**src/tbp_pkg.sv**
```systemverilog
package tbp_pkg;

   // Default coordinate width, signed Q16.16 at 32 bits.
   localparam int COORD_WIDTH_DEF = 32;

   // Result format: signed Q8.24.
   localparam int OUT_W    = 32;
   localparam int OUT_FRAC = 24;

   // Multipliers are built from signed partial products of this many bits per operand chunk.
   localparam int MUL_CHUNK = 24;
   localparam int MUL_LAT   = 3;

   // Divider: one setup stage, one stage per quotient bit, one output stage.
   localparam int DIV_LAT = OUT_W + 2;

endpackage

```
**src/tbp_mul.sv**
```systemverilog
module tbp_mul #(
   parameter int A_W = 33,
   parameter int B_W = 33
) (
   input  logic                      clock,
   input  logic                      en,
   input  logic signed [A_W-1:0]     a,
   input  logic signed [B_W-1:0]     b,
   output logic signed [A_W+B_W-1:0] p
);
   import tbp_pkg::*;

   localparam int K   = MUL_CHUNK;
   localparam int NA  = (A_W + K - 1) / K;
   localparam int NB  = (B_W + K - 1) / K;
   localparam int PW  = A_W + B_W;
   localparam int PPW = 2 * K + 2;

   logic signed [NA*K-1:0] a_ext;
   logic signed [NB*K-1:0] b_ext;
   logic signed [PPW-1:0]  pp_in [NA][NB];
   logic signed [PPW-1:0]  pp_ff [NA][NB];
   logic [PW-1:0]          row_in [NA];
   logic [PW-1:0]          row_ff [NA];
   logic [PW-1:0]          p_in;
   logic [PW-1:0]          p_ff;

   assign a_ext = (NA*K)'(a);
   assign b_ext = (NB*K)'(b);

   // Lower chunks are unsigned, the top chunk carries the sign.
   always_comb begin
      logic signed [K:0] ca;
      logic signed [K:0] cb;
      for (int i = 0; i < NA; i++) begin
         for (int j = 0; j < NB; j++) begin
            ca = (i == NA - 1) ? {a_ext[K*i+K-1], a_ext[K*i +: K]} : {1'b0, a_ext[K*i +: K]};
            cb = (j == NB - 1) ? {b_ext[K*j+K-1], b_ext[K*j +: K]} : {1'b0, b_ext[K*j +: K]};
            pp_in[i][j] = ca * cb;
         end
      end
   end

   always_comb begin
      for (int i = 0; i < NA; i++) begin
         row_in[i] = '0;
         for (int j = 0; j < NB; j++) begin
            row_in[i] = row_in[i] + (PW'(pp_ff[i][j]) << (K * j));
         end
      end
   end

   always_comb begin
      p_in = '0;
      for (int i = 0; i < NA; i++) begin
         p_in = p_in + (row_ff[i] << (K * i));
      end
   end

   always_ff @(posedge clock) begin
      if (en) begin
         pp_ff  <= pp_in;
         row_ff <= row_in;
         p_ff   <= p_in;
      end
   end

   assign p = p_ff;

endmodule

```
**config.mk**
```make
export PLATFORM = sky130hd
export DESIGN_NAME = tbp_mul
export DESIGN_NICKNAME = d
export VERILOG_FILES = /design/src/tbp_pkg.sv /design/src/tbp_mul.sv
export SDC_FILE = /design/constraint.sdc
export NUM_CORES = 2
export LEC_CHECK = 0
export CORE_ASPECT_RATIO = 0.75
export CORE_UTILIZATION = 40
export CTS_CLUSTER_SIZE = 24
export DETAILED_ROUTE_END_ITERATION = 12
export DONT_BUFFER_PORTS = 1
export GPL_ROUTABILITY_DRIVEN = 1
export SLEW_MARGIN = 20
export SYNTH_ARGS = -nofsm -noshare
export SYNTH_HDL_FRONTEND = slang
export SYNTH_SLANG_ARGS = --single-unit
```
**constraint.sdc**
```tcl
create_clock -name clock -period 21.4 [get_ports clock]
set_input_delay 4.28 -clock clock [delete_from_list [all_inputs] [get_ports clock]]
set_output_delay 4.28 -clock clock [all_outputs]
set_load 0.01 [all_outputs]
```
Word level (Yosys, flattened, before mapping)
Index checks and enable logic that the tools add are counted.
- register bits after elaboration: 308
- bits of input ports: 68
- output and inout bits: 66
- add/sub/neg operators: 3
- multipliers: 4
- operators by type and width (operator ; number):
    $add A66 B66 Y66 ; 1
    $add A49 B58 Y59 ; 1
    $mul A24 B24 Y48 ; 1
    $add A42 B42 Y42 ; 1
    $mul A25 B9 Y34 ; 1
    $mul A9 B25 Y34 ; 1
    $mul A9 B9 Y18 ; 1

Depth between registers and ports, before layout
- word-level depth: 1
- depth in mapped cells: 27
- depth with buffers taken out: 25

Least setup slack after synthesis
Ideal clock, no wire load.
- path kind: input to register
- from: in a[10]
- to: reg pp_ff[196] (netlist name) (data pin)
- setup time: 0.258 ns
- arrival: 10.199 ns
- required time: 21.142 ns
- path slack: 10.944 ns
- stages: 25
- buffers on the path: 2
- cell sequence: clkbuf_1 -> nand2_1 -> fa_1 -> fa_1 -> inv_1 -> fa_1 -> inv_1 -> fa_1 -> inv_1 -> fa_1 -> fa_1 -> inv_1 -> fa_1 -> inv_1 -> ha_1 -> clkbuf_2 -> a21oi_1 -> o211ai_1 -> nor3_1 -> and3_1 -> nor4_2 -> o211ai_2 -> a211oi_1 -> o22ai_1 -> xnor2_1
- RTL lines (item ; RTL line ; text):
    from (decl) ; tbp_mul.sv:7 ; input logic signed [A_W-1:0] a,
    to (signal assigned) ; tbp_mul.sv:62 ; pp_ff <= pp_in;
    to (decl) ; tbp_mul.sv:22 ; logic signed [PPW-1:0] pp_ff [NA][NB];

==> summary.md <==
• 301 — Synth Register Bits
• 6366 — Mapped Nets
• 19.9 µm — DR WL/cell
• 17.49 ns — R2R Setup Slk
• 9040 µm² — area used by sequential logic in the layout
• 0 — Final Hold Viols
• 5.29% — area grow syn2layout
• pp_ff[178] — startpoint of the most critical register-to-register path
• sky130_fd_sc_hd__fa_1, sky130_fd_sc_hd__edfxtp_1, sky130_fd_sc_hd__ha_1 — synth top area cells
• 0% — share of async-settable or async-resettable flops after synthesis
• 406 µm — horizontal die dimension
• 15.7% — max-slew headroom at the worst pin
• 33600 — number of global-route vias before repair
• 0 — post-detailed-route DRC marker count
• flop to flop — Hold Path Class
• 0 — Setup Buffers After CTS
• 35400 µm² — area occupied by multi-input gates
• 39 — clock buffer count from CTS
• 5 — number of detailed-route iterations in the first pass
• 121000 µm² — area of the core
• 0 — number of hold buffers added after cts
• 9 — number of antenna violations at the first check in global routing
• 9.83 µm² — mean cell area of the mapped netlist
• 0 — count of cells resized by post-cts repair
• 35.4% — Yosys top cell area share
• 18.5% — sequential fraction of the synthesis area
• 0 — Slew Limit Fails
• 124000 µm² — total die area
• 21.74 ns — worst endpoint required time
• 301 — TritonCTS sink count
• sky130_fd_sc_hd__edfxtp_1 — leading register cell type out of synthesis
• sky130_fd_sc_hd__clkbuf_16 — buffer cell driving the clock tree root
• 134 — Top Ports
• sky130_fd_sc_hd__fa_1 — library cell occupying the most area in the post-synthesis netlist
• 0.07 ns — clock transition at the register clock pins on the worst setup and hold paths after CTS
• 0 — total gr overflow
• 48900 µm² — cell area after synthesis
• 79 — distinct cell type count after synthesis
• 110 — Std-Cell Rows
• 305 µm — Die Span Y
• 0 — # Max-Cap Violations
• 128000 µm — Total Routed Length
• 0 — setup-violating endpoint count in the final report
• no — setup repair after global routing missed its margin
• 2745 — Initial DRC Count
• 1.89% — share of post-route cells with drive strength above 1
• 11700 — Filler Cells Inserted
• 0.879 — final estimated routing congestion in global placement
• 5.14 — routed via count divided by cell count
• 33 — largest fanout on the critical path
• 0.0241 ns — Layout Skew
• 3 — CTS Buffer Depth
• flop — type of destination of the critical path
• 10.68 ns — arrival time of data at the critical path endpoint
• 2 — number of levels the H-tree was split into
• 0 — final antenna-violating net count
• 0 ns — Total Neg Setup Slack
• 302 — pin count of the biggest net entering global routing
• 95900 µm — Post-DP HPWL
• 301 — number of enable flip-flop cells after synthesis
• input port to flop — startpoint-to-endpoint class of the critical path
• 21.1% — Global Route Usage Sum
• 4969 — instance count of the mapped netlist
• finished, final reports clean — run status
• yes — CTS tree
• 48.4% — post-route clock period utilization
• 6191 — Final Net Count
• b[0] — critical path launch point
• pp_ff[162] — origin of the worst min-delay path
• 96.6 MHz — Highest Clock Rate
• input port — type of origin of the critical path
• 0.60 ns — clock latency on the worst-skew pair
• 1.26 ns — slew of the pin with the lowest slew margin
• 0 — number of buffers inserted by port buffering
• 40.5% — Starting Density
• 33100 — routed vias
• 0.411 ns — Hold Worst Slack
• 199000 µm — first-pass GRT wire length
• 0 — synth warn
• 10.35 ns — post-layout minimum cycle time
==> registers in the layout, indices dropped and copies added (netlist names) <==
register  flops
row_ff      101
pp_ff       134
p            66
==> worst paths after layout <==
check | to | cells past startpoint
worst max-delay path | pp_ff[196] | 22
worst min-delay path | row_ff[78] | 0
worst max register to register | row_ff[115] | 10
worst min register to register | row_ff[78] | 0
==> critical path, stage by stage <==
cell                       delay [ns]
sky130_fd_sc_hd__and2_1          0.19
sky130_fd_sc_hd__fa_1            0.51
sky130_fd_sc_hd__fa_1            0.55
sky130_fd_sc_hd__inv_1           0.06
sky130_fd_sc_hd__fa_1            0.49
sky130_fd_sc_hd__fa_1            0.53
sky130_fd_sc_hd__inv_1           0.07
sky130_fd_sc_hd__fa_1            0.48
sky130_fd_sc_hd__fa_1            0.48
sky130_fd_sc_hd__inv_1           0.05
sky130_fd_sc_hd__fa_1            0.47
sky130_fd_sc_hd__inv_1           0.04
sky130_fd_sc_hd__ha_1            0.39
sky130_fd_sc_hd__a21oi_1         0.11
sky130_fd_sc_hd__o211ai_1        0.27
sky130_fd_sc_hd__nor3_1          0.07
sky130_fd_sc_hd__and3_1          0.23
sky130_fd_sc_hd__nor4_2          0.58
sky130_fd_sc_hd__o211ai_2        0.22
sky130_fd_sc_hd__a211oi_1        0.31
sky130_fd_sc_hd__o22ai_1         0.12
sky130_fd_sc_hd__xnor2_1         0.14
==> synthesized netlist by cell type, types with 22 or more instances <==
cell and instances:
sky130_fd_sc_hd__ha_1 464, sky130_fd_sc_hd__a21oi_1 169, sky130_fd_sc_hd__edfxtp_1 301, sky130_fd_sc_hd__a21o_1 81, sky130_fd_sc_hd__xor2_1 59, sky130_fd_sc_hd__nand3_1 25
sky130_fd_sc_hd__fa_1 865, sky130_fd_sc_hd__o21ai_0 71, sky130_fd_sc_hd__and2_1 481, sky130_fd_sc_hd__clkbuf_1 210, sky130_fd_sc_hd__o21bai_1 25, sky130_fd_sc_hd__nor2_1 99
sky130_fd_sc_hd__inv_1 971, sky130_fd_sc_hd__nand2b_1 73, sky130_fd_sc_hd__nand4_1 22, sky130_fd_sc_hd__nor2b_1 23, sky130_fd_sc_hd__xnor2_1 132, sky130_fd_sc_hd__nor3_1 37
sky130_fd_sc_hd__o21a_1 23, sky130_fd_sc_hd__nand2_1 630
==> per-stage QoR <==
step	utilization, %	setup slack (ns)	instance area, µm²	instances
floorplan	-	10.94	48900	4969
global placement	41.5	10.48	50100	6377
detailed placement	41.5	10.49	50100	6377
CTS	42.7	11.13	51400	6446
global route	42.7	10.78	51400	6446
finish	42.7	11.05	51400	6448
==> logic make-up after synthesis <==
kind of cell / share of synthesized area (%)
DFF: 18.5
xor gates and xnor gates: 3.42
AOI/OAI and AO/OA: 6.78
muxes: 0.0205
buffers and inverters: 9.13
adders and majority gates: 47.3
and+or+nand+nor: 14.8
==> layout make-up <==
class                      count  area share (%)
multi-input combinational   3481            68.7
sequential                   301            17.6
inverter                     971            7.09
tap                         1624            3.95
clock buffer                  43            1.93
clock inverter                26           0.722
antenna                        2         0.00973
==> cells in the final DEF, fill, tap and decap left out, types with 25 or more instances in the layout <==
cell type                   Yosys  routed
sky130_fd_sc_hd__o21bai_1      25      25
sky130_fd_sc_hd__ha_1         464     464
sky130_fd_sc_hd__nand2b_1      73      73
sky130_fd_sc_hd__xor2_1        59      59
sky130_fd_sc_hd__a21o_1        81      81
sky130_fd_sc_hd__inv_1        971     971
sky130_fd_sc_hd__fa_1         865     865
sky130_fd_sc_hd__nand3_1       25      25
sky130_fd_sc_hd__nand2_1      630     630
sky130_fd_sc_hd__o21ai_0       71      71
sky130_fd_sc_hd__nor2_1        99      99
sky130_fd_sc_hd__nor3_1        37      37
sky130_fd_sc_hd__edfxtp_1     301     301
sky130_fd_sc_hd__xnor2_1      132     132
sky130_fd_sc_hd__and2_1       481     481
sky130_fd_sc_hd__clkbuf_16      0      39
sky130_fd_sc_hd__a21oi_1      169     169
==> per-layer routing <==
| metal | wire (µm) | global-route usage (%) | up-vias |
|---|---|---|---|
| met2 | 50900 | 29.0 | 1217 |
| met1 | 61200 | 32.6 | 16700 |
| met3 | 13900 | 6.14 | 118 |
| met4 | 2030 | 3.98 | 2 |
| li1 | - | - | 15100 |
| met5 | 20 | 0 | - |
Power is not shown: default switching activity piles up to over one toggle a cycle in this logic, so the estimate is an artifact.
